`config.mk`:
```
export PLATFORM = sky130hd
export DESIGN_NAME = tlb_lru_lookup_refill_flat
export DESIGN_NICKNAME = d
export VERILOG_FILES = /design/src/rtl/core/tlb_pkg.sv /design/src/rtl/core/tlb_req_if.sv /design/src/rtl/core/tlb_rsp_if.sv /design/src/rtl/core/tlb_lru_lookup_refill.sv /design/src/rtl/core/tlb_ctrl.sv /design/src/rtl/core/tlb_dpath.sv /design/src/flat_wrapper.sv
export SDC_FILE = /design/constraint.sdc
export NUM_CORES = 2
export LEC_CHECK = 0
export CORE_MARGIN = 8
export CORE_UTILIZATION = 35
export DETAILED_ROUTE_END_ITERATION = 12
export DONT_BUFFER_PORTS = 1
export SLEW_MARGIN = 20
export SYNTH_ARGS = -nofsm -noshare
export SYNTH_HDL_FRONTEND = slang
export SYNTH_SLANG_ARGS = --single-unit
```
`constraint.sdc`:
```
create_clock -name clock -period 43.1 [get_ports clock]
set_input_delay 4.31 -clock clock [delete_from_list [all_inputs] [get_ports clock]]
set_output_delay 4.31 -clock clock [all_outputs]
set_load 0.1 [all_outputs]
```
`src/rtl/core/tlb_pkg.sv`:
```
// Shared widths, operation codes and controller command type for the TLB block.
`default_nettype none

package tlb_pkg;

   localparam int MODE_W  = 2;
   localparam int PROC_W  = 5;
   localparam int PAGE_W  = 10;
   localparam int FRAME_W = 8;
   localparam int SLOT_W  = 5;
   localparam int COUNT_W = 6;

   // Entry count is pinned by the slot field width.
   localparam int TLB_ENTRIES  = 32;
   localparam int AGE_BITS_DEF = 16;

   // Oldest-entry search is split into groups scanned in parallel.
   localparam int GRP_SIZE = 8;
   localparam int GROUPS   = TLB_ENTRIES / GRP_SIZE;

   localparam logic [PROC_W-1:0] PROC_NONE = 5'd31;

   localparam logic [MODE_W-1:0] MODE_LOOKUP     = 2'd0;
   localparam logic [MODE_W-1:0] MODE_REFILL     = 2'd1;
   localparam logic [MODE_W-1:0] MODE_INVALIDATE = 2'd2;

   typedef struct packed {
      logic load;    // capture the request transaction
      logic scan;    // compare and group search
      logic commit;  // update entries and load the result
   } cmd_type;

endpackage

`default_nettype wire

```
`src/rtl/core/tlb_req_if.sv`:
```
// Request channel: valid/ready with the translation request payload.
`default_nettype none

interface tlb_req_if;
   import tlb_pkg::*;

   logic               valid;
   logic               ready;
   logic [MODE_W-1:0]  mode;
   logic [PROC_W-1:0]  process_id;
   logic [PAGE_W-1:0]  page_number;
   logic [FRAME_W-1:0] frame_number;

   modport source (output valid, mode, process_id, page_number, frame_number,
                   input ready);
   modport sink (input valid, mode, process_id, page_number, frame_number,
                 output ready);
endinterface

`default_nettype wire

```
`src/rtl/core/tlb_rsp_if.sv`:
```
// Response channel: valid/ready with the lookup/refill/invalidate result payload.
`default_nettype none

interface tlb_rsp_if;
   import tlb_pkg::*;

   logic               valid;
   logic               ready;
   logic               hit;
   logic [FRAME_W-1:0] hit_frame;
   logic [SLOT_W-1:0]  slot;
   logic               flushed;
   logic [COUNT_W-1:0] invalidated_count;

   modport source (output valid, hit, hit_frame, slot, flushed, invalidated_count,
                   input ready);
   modport sink (input valid, hit, hit_frame, slot, flushed, invalidated_count,
                 output ready);
endinterface

`default_nettype wire

```
`src/rtl/core/tlb_lru_lookup_refill.sv`:
```
// Top level of the 32-entry fully associative TLB with LRU refill.
// Each request transaction (lookup, refill or invalidate-by-frame) passes the
// capture, scan and apply steps: capture of the request, the parallel tag/frame
// compare across all entries plus an oldest-entry search inside groups of eight,
// and then combining the group winners, updating valid bits and ages, and loading the
// response register. A new request is taken only once the last one is applied;
// a finished response may sit in its register while the
// next request is captured and scanned, and the apply step waits only if that
// response is still untaken. A lookup from a process other than that of the last
// lookup flushes the whole buffer and reports flushed. No clearing pass follows
// reset; the block is ready in the first cycle after reset drops.
`default_nettype none

module tlb_lru_lookup_refill #(
   parameter int AGE_BITS = tlb_pkg::AGE_BITS_DEF
) (
   input wire logic   clock,
   input wire logic   reset,
   tlb_req_if.sink    req_if,
   tlb_rsp_if.source  rsp_if
);
   import tlb_pkg::*;

   cmd_type cmd;

   tlb_ctrl u_ctrl (
      .clock     (clock),
      .reset     (reset),
      .req_valid (req_if.valid),
      .req_ready (req_if.ready),
      .rsp_valid (rsp_if.valid),
      .rsp_ready (rsp_if.ready),
      .cmd       (cmd)
   );

   tlb_dpath #(
      .AGE_BITS (AGE_BITS)
   ) u_dpath (
      .clock                 (clock),
      .reset                 (reset),
      .cmd                   (cmd),
      .req_mode              (req_if.mode),
      .req_process_id        (req_if.process_id),
      .req_page_number       (req_if.page_number),
      .req_frame_number      (req_if.frame_number),
      .rsp_hit               (rsp_if.hit),
      .rsp_hit_frame         (rsp_if.hit_frame),
      .rsp_slot              (rsp_if.slot),
      .rsp_flushed           (rsp_if.flushed),
      .rsp_invalidated_count (rsp_if.invalidated_count)
   );

endmodule

`default_nettype wire

```
`src/rtl/core/tlb_ctrl.sv`:
```
// Sequencer for the TLB: capture, scan, apply, and the response valid flag.
`default_nettype none

module tlb_ctrl (
   input  wire logic            clock,
   input  wire logic            reset,
   input  wire logic            req_valid,
   output logic                 req_ready,
   output logic                 rsp_valid,
   input  wire logic            rsp_ready,
   output tlb_pkg::cmd_type     cmd
);
   import tlb_pkg::*;

   localparam logic [1:0] S_IDLE  = 2'd0;
   localparam logic [1:0] S_SCAN  = 2'd1;
   localparam logic [1:0] S_APPLY = 2'd2;

   logic [1:0] state_ff, state_in;
   logic       rsp_valid_ff, rsp_valid_in;
   logic       out_free;

   // Result register can take a new value when empty or being drained.
   assign out_free  = !rsp_valid_ff || rsp_ready;
   assign req_ready = (state_ff == S_IDLE);
   assign rsp_valid = rsp_valid_ff;

   always_comb begin
      state_in   = state_ff;
      cmd.load   = 1'b0;
      cmd.scan   = 1'b0;
      cmd.commit = 1'b0;
      case (state_ff)
         S_IDLE: begin
            if (req_valid) begin
               cmd.load = 1'b1;
               state_in = S_SCAN;
            end
         end
         S_SCAN: begin
            cmd.scan = 1'b1;
            state_in = S_APPLY;
         end
         S_APPLY: begin
            if (out_free) begin
               cmd.commit = 1'b1;
               state_in   = S_IDLE;
            end
         end
         default: begin
            state_in = S_IDLE;
         end
      endcase
   end

   always_comb begin
      rsp_valid_in = rsp_valid_ff;
      if (cmd.commit) begin
         rsp_valid_in = 1'b1;
      end else if (rsp_ready) begin
         rsp_valid_in = 1'b0;
      end
   end

   always_ff @(posedge clock) begin
      if (reset) begin
         state_ff     <= S_IDLE;
         rsp_valid_ff <= 1'b0;
      end else begin
         state_ff     <= state_in;
         rsp_valid_ff <= rsp_valid_in;
      end
   end

endmodule

`default_nettype wire

```
`src/rtl/core/tlb_dpath.sv`:
```
// TLB datapath: entry registers, parallel tag compare, LRU search, update and result register.
`default_nettype none

module tlb_dpath #(
   parameter int AGE_BITS = tlb_pkg::AGE_BITS_DEF
) (
   input  wire logic                          clock,
   input  wire logic                          reset,
   input  wire tlb_pkg::cmd_type              cmd,
   input  wire logic [tlb_pkg::MODE_W-1:0]    req_mode,
   input  wire logic [tlb_pkg::PROC_W-1:0]    req_process_id,
   input  wire logic [tlb_pkg::PAGE_W-1:0]    req_page_number,
   input  wire logic [tlb_pkg::FRAME_W-1:0]   req_frame_number,
   output logic                               rsp_hit,
   output logic [tlb_pkg::FRAME_W-1:0]        rsp_hit_frame,
   output logic [tlb_pkg::SLOT_W-1:0]         rsp_slot,
   output logic                               rsp_flushed,
   output logic [tlb_pkg::COUNT_W-1:0]        rsp_invalidated_count
);
   import tlb_pkg::*;

   localparam int N = TLB_ENTRIES;
   localparam logic [AGE_BITS-1:0] AGE_MAX = '1;

   // entry storage
   logic [N-1:0]        valid_ff, valid_in;
   logic [PAGE_W-1:0]   page_ff  [N];
   logic [FRAME_W-1:0]  frame_ff [N];
   logic [AGE_BITS-1:0] age_ff   [N];
   logic [AGE_BITS-1:0] age_in   [N];
   logic [PROC_W-1:0]   prev_proc_ff;

   // captured request
   logic [MODE_W-1:0]   mode_ff;
   logic [PROC_W-1:0]   proc_ff;
   logic [PAGE_W-1:0]   page_q_ff;
   logic [FRAME_W-1:0]  frame_q_ff;

   // scan stage
   logic                flush_w, flush_ff;
   logic [N-1:0]        match_w, match_ff;
   logic [N-1:0]        fmatch_w, fmatch_ff;
   logic [AGE_BITS-1:0] grp_age_w  [GROUPS];
   logic [AGE_BITS-1:0] grp_age_ff [GROUPS];
   logic [SLOT_W-1:0]   grp_idx_w  [GROUPS];
   logic [SLOT_W-1:0]   grp_idx_ff [GROUPS];

   // apply stage
   logic                hit_w;
   logic [SLOT_W-1:0]   hit_idx;
   logic                free_any;
   logic [SLOT_W-1:0]   free_idx;
   logic [AGE_BITS-1:0] max_age;
   logic [SLOT_W-1:0]   max_idx;
   logic [SLOT_W-1:0]   victim;
   logic [COUNT_W-1:0]  inv_count;
   logic                is_lookup, is_refill, is_inval;

   // result register
   logic                hit_ff;
   logic [FRAME_W-1:0]  hit_frame_ff;
   logic [SLOT_W-1:0]   slot_ff;
   logic                flushed_ff;
   logic [COUNT_W-1:0]  count_ff;

   assign is_lookup = (mode_ff == MODE_LOOKUP);
   assign is_refill = (mode_ff == MODE_REFILL);
   assign is_inval  = (mode_ff == MODE_INVALIDATE);

   // ---- scan: tag compares and per-group oldest entry ----
   assign flush_w = is_lookup && (proc_ff != prev_proc_ff);

   always_comb begin
      for (int i = 0; i < N; i++) begin
         match_w[i]  = valid_ff[i] && !flush_w && (page_ff[i] == page_q_ff);
         fmatch_w[i] = valid_ff[i] && (frame_ff[i] == frame_q_ff);
      end
   end

   always_comb begin
      for (int g = 0; g < GROUPS; g++) begin
         grp_age_w[g] = age_ff[g*GRP_SIZE];
         grp_idx_w[g] = SLOT_W'(g*GRP_SIZE);
         for (int k = 1; k < GRP_SIZE; k++) begin
            // strict compare keeps the lowest index among equal ages
            if (age_ff[g*GRP_SIZE+k] > grp_age_w[g]) begin
               grp_age_w[g] = age_ff[g*GRP_SIZE+k];
               grp_idx_w[g] = SLOT_W'(g*GRP_SIZE+k);
            end
         end
      end
   end

   // ---- apply: pick slot, update entries ----
   always_comb begin
      hit_idx  = '0;
      free_idx = '0;
      for (int i = N-1; i >= 0; i--) begin
         if (match_ff[i]) begin
            hit_idx = SLOT_W'(i);
         end
         if (!valid_ff[i]) begin
            free_idx = SLOT_W'(i);
         end
      end
   end

   assign hit_w    = |match_ff;
   assign free_any = ~&valid_ff;

   always_comb begin
      max_age = grp_age_ff[0];
      max_idx = grp_idx_ff[0];
      for (int g = 1; g < GROUPS; g++) begin
         if (grp_age_ff[g] > max_age) begin
            max_age = grp_age_ff[g];
            max_idx = grp_idx_ff[g];
         end
      end
   end

   assign victim    = free_any ? free_idx : max_idx;
   assign inv_count = COUNT_W'($countones(fmatch_ff));

   always_comb begin
      for (int i = 0; i < N; i++) begin
         valid_in[i] = valid_ff[i];
         age_in[i]   = age_ff[i];
         case (mode_ff)
            MODE_LOOKUP: begin
               if (flush_ff) begin
                  valid_in[i] = 1'b0;
                  age_in[i]   = '0;
               end else if (hit_w) begin
                  if (SLOT_W'(i) == hit_idx) begin
                     age_in[i] = '0;
                  end else if (valid_ff[i] && age_ff[i] != AGE_MAX) begin
                     age_in[i] = age_ff[i] + 1'b1;
                  end
               end
            end
            MODE_REFILL: begin
               if (SLOT_W'(i) == victim) begin
                  valid_in[i] = 1'b1;
                  age_in[i]   = '0;
               end else if (valid_ff[i] && age_ff[i] != AGE_MAX) begin
                  age_in[i] = age_ff[i] + 1'b1;
               end
            end
            MODE_INVALIDATE: begin
               if (fmatch_ff[i]) begin
                  valid_in[i] = 1'b0;
                  age_in[i]   = '0;
               end
            end
            default: begin
               valid_in[i] = valid_ff[i];
            end
         endcase
      end
   end

   // ---- registers ----
   always_ff @(posedge clock) begin
      if (reset) begin
         valid_ff     <= '0;
         prev_proc_ff <= PROC_NONE;
         for (int i = 0; i < N; i++) begin
            age_ff[i] <= '0;
         end
      end else if (cmd.commit) begin
         valid_ff <= valid_in;
         for (int i = 0; i < N; i++) begin
            age_ff[i] <= age_in[i];
         end
         if (is_lookup) begin
            prev_proc_ff <= proc_ff;
         end
      end
   end

   always_ff @(posedge clock) begin
      if (cmd.commit && is_refill) begin
         page_ff[victim]  <= page_q_ff;
         frame_ff[victim] <= frame_q_ff;
      end
   end

   always_ff @(posedge clock) begin
      if (cmd.load) begin
         mode_ff    <= req_mode;
         proc_ff    <= req_process_id;
         page_q_ff  <= req_page_number;
         frame_q_ff <= req_frame_number;
      end
   end

   always_ff @(posedge clock) begin
      if (cmd.scan) begin
         flush_ff  <= flush_w;
         match_ff  <= match_w;
         fmatch_ff <= fmatch_w;
         for (int g = 0; g < GROUPS; g++) begin
            grp_age_ff[g] <= grp_age_w[g];
            grp_idx_ff[g] <= grp_idx_w[g];
         end
      end
   end

   always_ff @(posedge clock) begin
      if (cmd.commit) begin
         hit_ff       <= is_lookup && hit_w;
         hit_frame_ff <= (is_lookup && hit_w) ? frame_ff[hit_idx] : '0;
         slot_ff      <= (is_lookup && hit_w) ? hit_idx : (is_refill ? victim : '0);
         flushed_ff   <= is_lookup && flush_ff;
         count_ff     <= is_inval ? inv_count : '0;
      end
   end

   assign rsp_hit               = hit_ff;
   assign rsp_hit_frame         = hit_frame_ff;
   assign rsp_slot              = slot_ff;
   assign rsp_flushed           = flushed_ff;
   assign rsp_invalidated_count = count_ff;

endmodule

`default_nettype wire

```
`src/flat_wrapper.sv`:
```
// flat-port wrapper written by rule: the top's interface ports become plain ports
module tlb_lru_lookup_refill_flat import tlb_pkg::*;
#(
   parameter int AGE_BITS = tlb_pkg::AGE_BITS_DEF
)
  (clock, reset, req_if_valid, req_if_mode, req_if_process_id, req_if_page_number, req_if_frame_number, req_if_ready, rsp_if_valid, rsp_if_hit, rsp_if_hit_frame, rsp_if_slot, rsp_if_flushed, rsp_if_invalidated_count, rsp_if_ready);
  tlb_req_if req_if_i ();
  tlb_rsp_if rsp_if_i ();
  input wire logic clock;
  input wire logic reset;
  input wire logic [$bits(req_if_i.valid)-1:0] req_if_valid;
  input wire logic [$bits(req_if_i.mode)-1:0] req_if_mode;
  input wire logic [$bits(req_if_i.process_id)-1:0] req_if_process_id;
  input wire logic [$bits(req_if_i.page_number)-1:0] req_if_page_number;
  input wire logic [$bits(req_if_i.frame_number)-1:0] req_if_frame_number;
  output wire logic [$bits(req_if_i.ready)-1:0] req_if_ready;
  output wire logic [$bits(rsp_if_i.valid)-1:0] rsp_if_valid;
  output wire logic [$bits(rsp_if_i.hit)-1:0] rsp_if_hit;
  output wire logic [$bits(rsp_if_i.hit_frame)-1:0] rsp_if_hit_frame;
  output wire logic [$bits(rsp_if_i.slot)-1:0] rsp_if_slot;
  output wire logic [$bits(rsp_if_i.flushed)-1:0] rsp_if_flushed;
  output wire logic [$bits(rsp_if_i.invalidated_count)-1:0] rsp_if_invalidated_count;
  input wire logic [$bits(rsp_if_i.ready)-1:0] rsp_if_ready;
  assign req_if_i.valid = req_if_valid;
  assign req_if_i.mode = req_if_mode;
  assign req_if_i.process_id = req_if_process_id;
  assign req_if_i.page_number = req_if_page_number;
  assign req_if_i.frame_number = req_if_frame_number;
  assign req_if_ready = req_if_i.ready;
  assign rsp_if_valid = rsp_if_i.valid;
  assign rsp_if_hit = rsp_if_i.hit;
  assign rsp_if_hit_frame = rsp_if_i.hit_frame;
  assign rsp_if_slot = rsp_if_i.slot;
  assign rsp_if_flushed = rsp_if_i.flushed;
  assign rsp_if_invalidated_count = rsp_if_i.invalidated_count;
  assign rsp_if_i.ready = rsp_if_ready;
  tlb_lru_lookup_refill #(.AGE_BITS(AGE_BITS)) u_core (.clock(clock), .reset(reset), .req_if(req_if_i), .rsp_if(rsp_if_i));
endmodule
```
## After elaboration in Yosys (flattened, before gate mapping)

Memories as Yosys holds them, arrays and structs flattened. A register that Yosys moved wholly into a read port is not among the register bits.
Index checks and enable logic that the tools add are counted.

- Register bits after elaboration: 143
- Latch bits: 0
- Bits in writable memories: 1172
- Memory bits (read-only): 0
- Output and inout bits: 23
- Logic and storage cells: 1085
- Memories: 5

Memories:

| name | depth | width | read ports | clocked after memory_dff | write ports | RTL line | text |
|---|---|---|---|---|---|---|---|
| u_core.u_dpath.age_ff | 32 | 16 | 32 | 0 | 32 | tlb_dpath.sv:29 | `logic [AGE_BITS-1:0] age_ff [N];` |
| u_core.u_dpath.page_ff | 32 | 10 | 32 | 0 | 1 | tlb_dpath.sv:27 | `logic [PAGE_W-1:0] page_ff [N];` |
| u_core.u_dpath.frame_ff | 32 | 8 | 33 | 1 | 1 | tlb_dpath.sv:28 | `logic [FRAME_W-1:0] frame_ff [N];` |
| u_core.u_dpath.grp_age_ff | 4 | 16 | 4 | 0 | 4 | tlb_dpath.sv:44 | `logic [AGE_BITS-1:0] grp_age_ff [GROUPS];` |
| u_core.u_dpath.grp_idx_ff | 4 | 5 | 4 | 0 | 4 | tlb_dpath.sv:46 | `logic [SLOT_W-1:0] grp_idx_ff [GROUPS];` |

- Add/sub/neg operators: 63
- $mul: 0
- Div/mod/pow operators: 0
- Magnitude comparators: 31
- Eq/ne operators: 230
- Shifts and indexed selects: 0
- Mux-type cells: 500
- Bitwise gates (word level): 32
- Reductions and logical operators: 178

Operators by type and width:

| kind | count |
|---|---|
| 16-bit two-way mux | 254 |
| 16-bit case mux with 3 select lines | 32 |
| 16-bit by 1-bit adder with 16-bit output (second input constant) | 32 |
| 16-bit != test (second input constant) | 32 |
| 16-bit > comparator | 31 |
| 5-bit two-way mux | 94 |
| 10-bit equality test | 32 |
| 8-bit equality test | 32 |
| 5-bit equality test (first input constant) | 32 |
| 5-bit AND reduction | 32 |
| 1-bit logical AND | 132 |
| 1-bit case mux with 3 select lines | 32 |
| 1-bit two-way mux | 85 |
| 4-bit by 5-bit equality test with 1-bit output (first input constant) | 16 |
| 2-bit != test (second input constant) | 35 |
| 2-bit by 1-bit != test with 1-bit output (second input constant) | 32 |
| 3-bit by 5-bit equality test with 1-bit output (first input constant) | 8 |
| 1-bit by 1-bit adder with 2-bit output | 16 |
| 1-bit OR | 32 |
| 32-bit AND reduction | 1 |
| 32-bit OR reduction | 1 |
| 2-bit by 2-bit adder with 3-bit output | 8 |
| 2-bit by 5-bit equality test with 1-bit output (first input constant) | 4 |
| 3-bit by 3-bit adder with 4-bit output | 4 |
| 15 further kinds | 25 |

## Longest topological paths before layout

- Depth after elaboration: 38
- Gate-level depth with buffers: 95

## Hierarchy

From an unflattened synthesis, not the netlist that was laid out.

- Cell total of the unflattened synthesis: 7900
- Area, all modules: 83153.5 um^2

By module, submodules not included:

| module | instances | cells an instance | area each (um^2) |
|---|---|---|---|
| tlb_dpath | 1 | 7886 | 83007.1 |
| tlb_ctrl | 1 | 14 | 146.4 |

## Least setup slack after synthesis

OpenSTA, ideal clock, no wires.

- Kind: register to register
- Start: mem u_core.u_dpath.age_ff[0][29] (netlist name)
- End: mem u_core.u_dpath.grp_age_ff[0][10] (netlist name), data pin
- Setup time: 0.254 ns
- Arrival time: 16.840 ns
- Data required time: 42.846 ns
- Slack: 26.006 ns
- Stages on the path, launching flop included: 92
- Path buffers: 13
- Path through: edfxtp_1 ha_1 nand4_1 or4_1 a21oi_1 nor2_1 a21oi_2 clkbuf_1 clkbuf_1 a21oi_1 ha_1 and4_1 nand3_1 nand3b_1 o41a_1 o211a_1 o21ai_0 o21ai_0 [56 not listed] clkbuf_1 clkbuf_1 o22ai_1 ha_1 a21o_1 a21o_1 a21o_1 a21oi_1 nor2b_1 o21ai_0 nand2b_1 a21oi_1 o21ai_0 o41ai_1 nand2_1 clkbuf_1 a21o_1 o21a_1

RTL lines:

| what | RTL line |
|---|---|
| start: declaration | tlb_dpath.sv:29 |
| end: declaration | tlb_dpath.sv:44 |

==> impl_metrics.py <==
metrics = {
    "place": {
        "place_hpwl_um": 180000,
        "dp_slack_ns": 23.46,
        "port_buffers": 0,
        "place_area_um2": 87000,
        "gp_congestion": 0.947,
    },
    "synth": {
        "ys_types": 102,
        "synth_fp_nets": 8578,
        "synth_flop_cell": "edfxtp_1",
        "synth_area_um2": 82800,
        "async_flop_share": 0,
        "synth_warnings": 0,
        "postSynthAreaPerCell_um2": 10.3,
        "synth-edff-count": 1275,
        "synth_seq_cells": 1315,
        "synth-seq-area-share": 0.472,
        "syn-instance-count": 8002,
    },
    "hold_path": {
        "hp-class": "reg -> reg",
        "hold_depth": 1,
        "min_to": "u_core.u_dpath.prev_proc_ff[3]",
        "hp-start": "u_core.u_dpath.prev_proc_ff[3]",
    },
    "clocking": {
        "clk_path_buf_depth": 3,
        "cts_resized": 0,
        "numCtsBuffers": 156,
        "clk_latency_ns": 0.85,
        "clock_sinks": 1315,
        "root_buffer": "clkbuf_16",
        "cts_max_level": 4,
        "clk_pin_slew_ns": 0.06,
        "cts_setup_buffers": 0,
        "ctsHoldBuffers": 0,
        "tritoncts": "done",
    },
    "run": {
        "maxCapViolations": 0,
    },
    "grt": {
        "grt_pass1_wl_um": 372000,
        "grt_antenna_before_repair": 9,
        "grt_pass1_vias": 60200,
        "grt_max_degree": 143,
        "overflow": 0,
        "grt_use_total": 0.188,
    },
    "sta": {
        "setup_viol": 0,
        "fin_ws_ns": 23.24,
        "finalCriticalPeriod_ns": 19.86,
        "tightest_slew_ns": 1.24,
        "fmax_ghz": 0.0503,
        "rsz0062_at_grt": "no",
        "holdWs_ns": 0.486,
        "final-hold-violation-count": 0,
        "tns_ns": 0,
        "min_period_over_period": 0.461,
        "worst_clock_skew_ns": 0.0900,
        "maxSlewHeadroom": 0.171,
        "drv_slew": 0,
    },
    "critical_path": {
        "critPathCaptureType": "flip-flop",
        "cp_data_arrival_time_ns": 20.41,
        "required_ns": 43.64,
        "path_class": "reg -> reg",
        "max_stage_delay_ns": 0.82,
        "startpoint_type": "flip-flop",
        "reg2reg_slack_ns": 23.24,
        "r2r_cells": 82,
        "reg2reg_to": "u_core.u_dpath.grp_idx_ff[0][2]",
        "critPathMaxFanout": 62,
        "regToRegStartpoint": "u_core.u_dpath.age_ff[0][29]",
        "crit_slowest_cell": "a22o_1",
        "path_common_cell": "a21o_1",
    },
    "die": {
        "core-area_um2": 235000,
        "die_w_um": 502,
        "die_h_um": 502,
        "io_pins": 52,
        "rows": 178,
        "dieArea_um2": 252000,
        "start_util": 0.352,
    },
    "route": {
        "ant_nets": 0,
        "viasPerCell": 5.50,
        "wl_per_cell_um": 21.8,
        "vias": 62000,
        "drt_iter0_drc": 5553,
        "first_pass_iters": 9,
        "drc": 0,
        "wirelength_um": 245000,
    },
    "finish": {
        "final_area_um2": 92300,
        "layout-area-overhead-vs-synth_pct": 11.4,
        "final_nets": 8578,
        "drive_gt1_frac": 0.0724,
    },
    "pwr": {
        "p_comb_frac": 0.327,
        "p_sw_mw": 1.51,
        "p_int_mw": 2.81,
        "vdd_drop_max_uv": 37.9,
        "p_clk_frac": 0.313,
        "power_mw": 4.33,
        "seq_power_share": 0.360,
        "p_leak_nw": 32.8,
        "switching_share": 0.350,
        "power_density_nw_per_um2": 46.9,
    },
    "run_status": {
        "outcome": "finished clean",
    },
}
-- worst max-delay path by stage --
stage	start	end	slack (ns)	cells after the start
finish	u_core.u_dpath.age_ff[0][29]	u_core.u_dpath.grp_idx_ff[0][2]	23.24	82
global route	u_core.u_dpath.age_ff[0][29]	u_core.u_dpath.grp_idx_ff[0][2]	21.80	85
CTS	u_core.u_dpath.age_ff[0][29]	u_core.u_dpath.grp_idx_ff[0][2]	23.36	85
detailed placement	u_core.u_dpath.age_ff[0][29]	u_core.u_dpath.grp_idx_ff[0][2]	23.46	82
global placement	u_core.u_dpath.age_ff[0][29]	u_core.u_dpath.grp_idx_ff[0][2]	23.66	85
floorplan	u_core.u_dpath.age_ff[0][29]	u_core.u_dpath.grp_age_ff[0][10]	26.01	91
-- critical path: cells and delay by family, from the launching register on --
| family | cells | cell delay (ns) |
|---|---|---|
| AND/OR/NAND/NOR | 20 | 5.56 |
| adder cells (fa/ha/maj) | 7 | 2.17 |
| flip-flops | 1 | 0.49 |
| AO/OA/AOI/OAI | 45 | 8.64 |
| buffers and inverters | 7 | 1.75 |
| multiplexers | 3 | 0.91 |
-- stage by stage --
| stage | std cells | utilization |
|---|---|---|
| after floorplan | 8002 | - |
| after global placement | 11000 | 0.370 |
| after detailed placement | 11000 | 0.370 |
| after CTS | 11300 | 0.392 |
| after global routing | 11300 | 0.392 |
| final | 11300 | 0.392 |
-- state kept, by name, indices dropped and copies added (netlist names), 10 cells and up --
register,cells
u_core.u_dpath.match_ff,32
u_core.u_dpath.page_ff,320
u_core.u_dpath.page_q_ff,10
u_core.u_dpath.grp_idx_ff,12
u_core.u_dpath.fmatch_ff,32
u_core.u_dpath.grp_age_ff,64
u_core.u_dpath.age_ff,512
u_core.u_dpath.frame_ff,256
u_core.u_dpath.valid_ff,32
-- synth_stat cells (all sizes together), types with 14 or more instances --
master | number | area share
edfxtp | 1275 | 0.46
nor2 | 992 | 0.045
xnor2 | 643 | 0.068
nand2 | 529 | 0.024
ha | 523 | 0.079
inv | 446 | 0.020
xor2 | 419 | 0.044
a21oi | 403 | 0.025
nand4 | 264 | 0.020
clkbuf | 224 | 0.010
o21ai | 209 | 0.013
nand3 | 205 | 0.012
mux2i | 201 | 0.024
nor3 | 170 | 0.010
a21o | 164 | 0.015
nor4 | 111 | 0.0085
nor2b | 97 | 0.0073
mux2 | 93 | 0.013
and3 | 87 | 0.0066
a31oi | 86 | 0.0065
o22ai | 84 | 0.0064
o21a | 79 | 0.0072
buf | 73 | 0.0039
nand2b | 66 | 0.0050
or2 | 48 | 0.0036
or3 | 45 | 0.0034
and2 | 41 | 0.0031
dfxtp | 40 | 0.0097
and4 | 37 | 0.0039
o31ai | 27 | 0.0025
fa | 24 | 0.0058
a221oi | 20 | 0.0022
o211ai | 20 | 0.0018
o221ai | 20 | 0.0022
or4 | 18 | 0.0016
a211oi | 16 | 0.0015
a221o | 16 | 0.0019
a211o | 15 | 0.0016
a31o | 14 | 0.0015
nand3b | 14 | 0.0013
-- power by group through the flow --
stage	logic [mW]	clock network (mW)	registers (mW)
5_1_grt	1.56	1.43	1.57
3_3_place_gp	1.36	0	1.58
2_1_floorplan	1.02	0	1.56
6_report	1.41	1.35	1.56
3_5_place_dp	1.39	0	1.58
4_1_cts	1.40	1.38	1.56
-- routing by layer --
metal,up-vias,share of wire,routed length [um],GRT usage
li1,29000,-,-,-
met1,30400,0.44,107000,0.254
met2,2139,0.46,112000,0.305
met3,487,0.066,16300,0.0314
met4,6,0.040,9860,0.0682
met5,-,0.00014,34,0
-- cell families after synthesis --
group,synth area share
simple gates,0.157
flops,0.472
compound gates,0.102
xor+xnor,0.112
buf+inv,0.0343
fa+ha+maj,0.0850
mux,0.0370
-- cells in the final DEF, fill, tap and decap left out, drive strengths merged, types with 16 or more instances in the layout --
master / netlist / final
dfxtp: 40 / 40
ha: 523 / 523
bufinv: 0 / 16
nor2: 992 / 992
clkinv: 1 / 71
buf: 73 / 139
nand2: 529 / 529
or2: 48 / 48
or3: 45 / 45
nor2b: 97 / 97
and2: 41 / 41
o21ai: 209 / 209
xor2: 419 / 419
a21oi: 403 / 403
inv: 446 / 451
or4: 18 / 18
a31oi: 86 / 86
clkbuf: 224 / 186
nand4: 264 / 264
and3: 87 / 87
mux2: 93 / 93
fa: 24 / 24
nor3: 170 / 170
o211ai: 20 / 20
and4: 37 / 37
a221oi: 20 / 20
mux2i: 201 / 201
xnor2: 643 / 643
nand3: 205 / 205
nor4: 111 / 111
nand2b: 66 / 66
o31ai: 27 / 27
a221o: 16 / 16
o22ai: 84 / 84
edfxtp: 1275 / 1275
o21a: 79 / 79
a211oi: 16 / 16
o221ai: 20 / 20
a21o: 164 / 164
-- layout make-up --
class | instances | area (um^2)
clock buffers | 186 | 4020
well taps | 3150 | 3940
flip-flops and latches | 1315 | 39100
inverters | 447 | 1680
multi-input cells | 5943 | 41300
clock inverters | 96 | 1220
diodes | 4 | 10.0
fillers | 22900 | 143000
repair buffers | 139 | 1060
No activity file was read; power rests on OpenSTA's default activity.
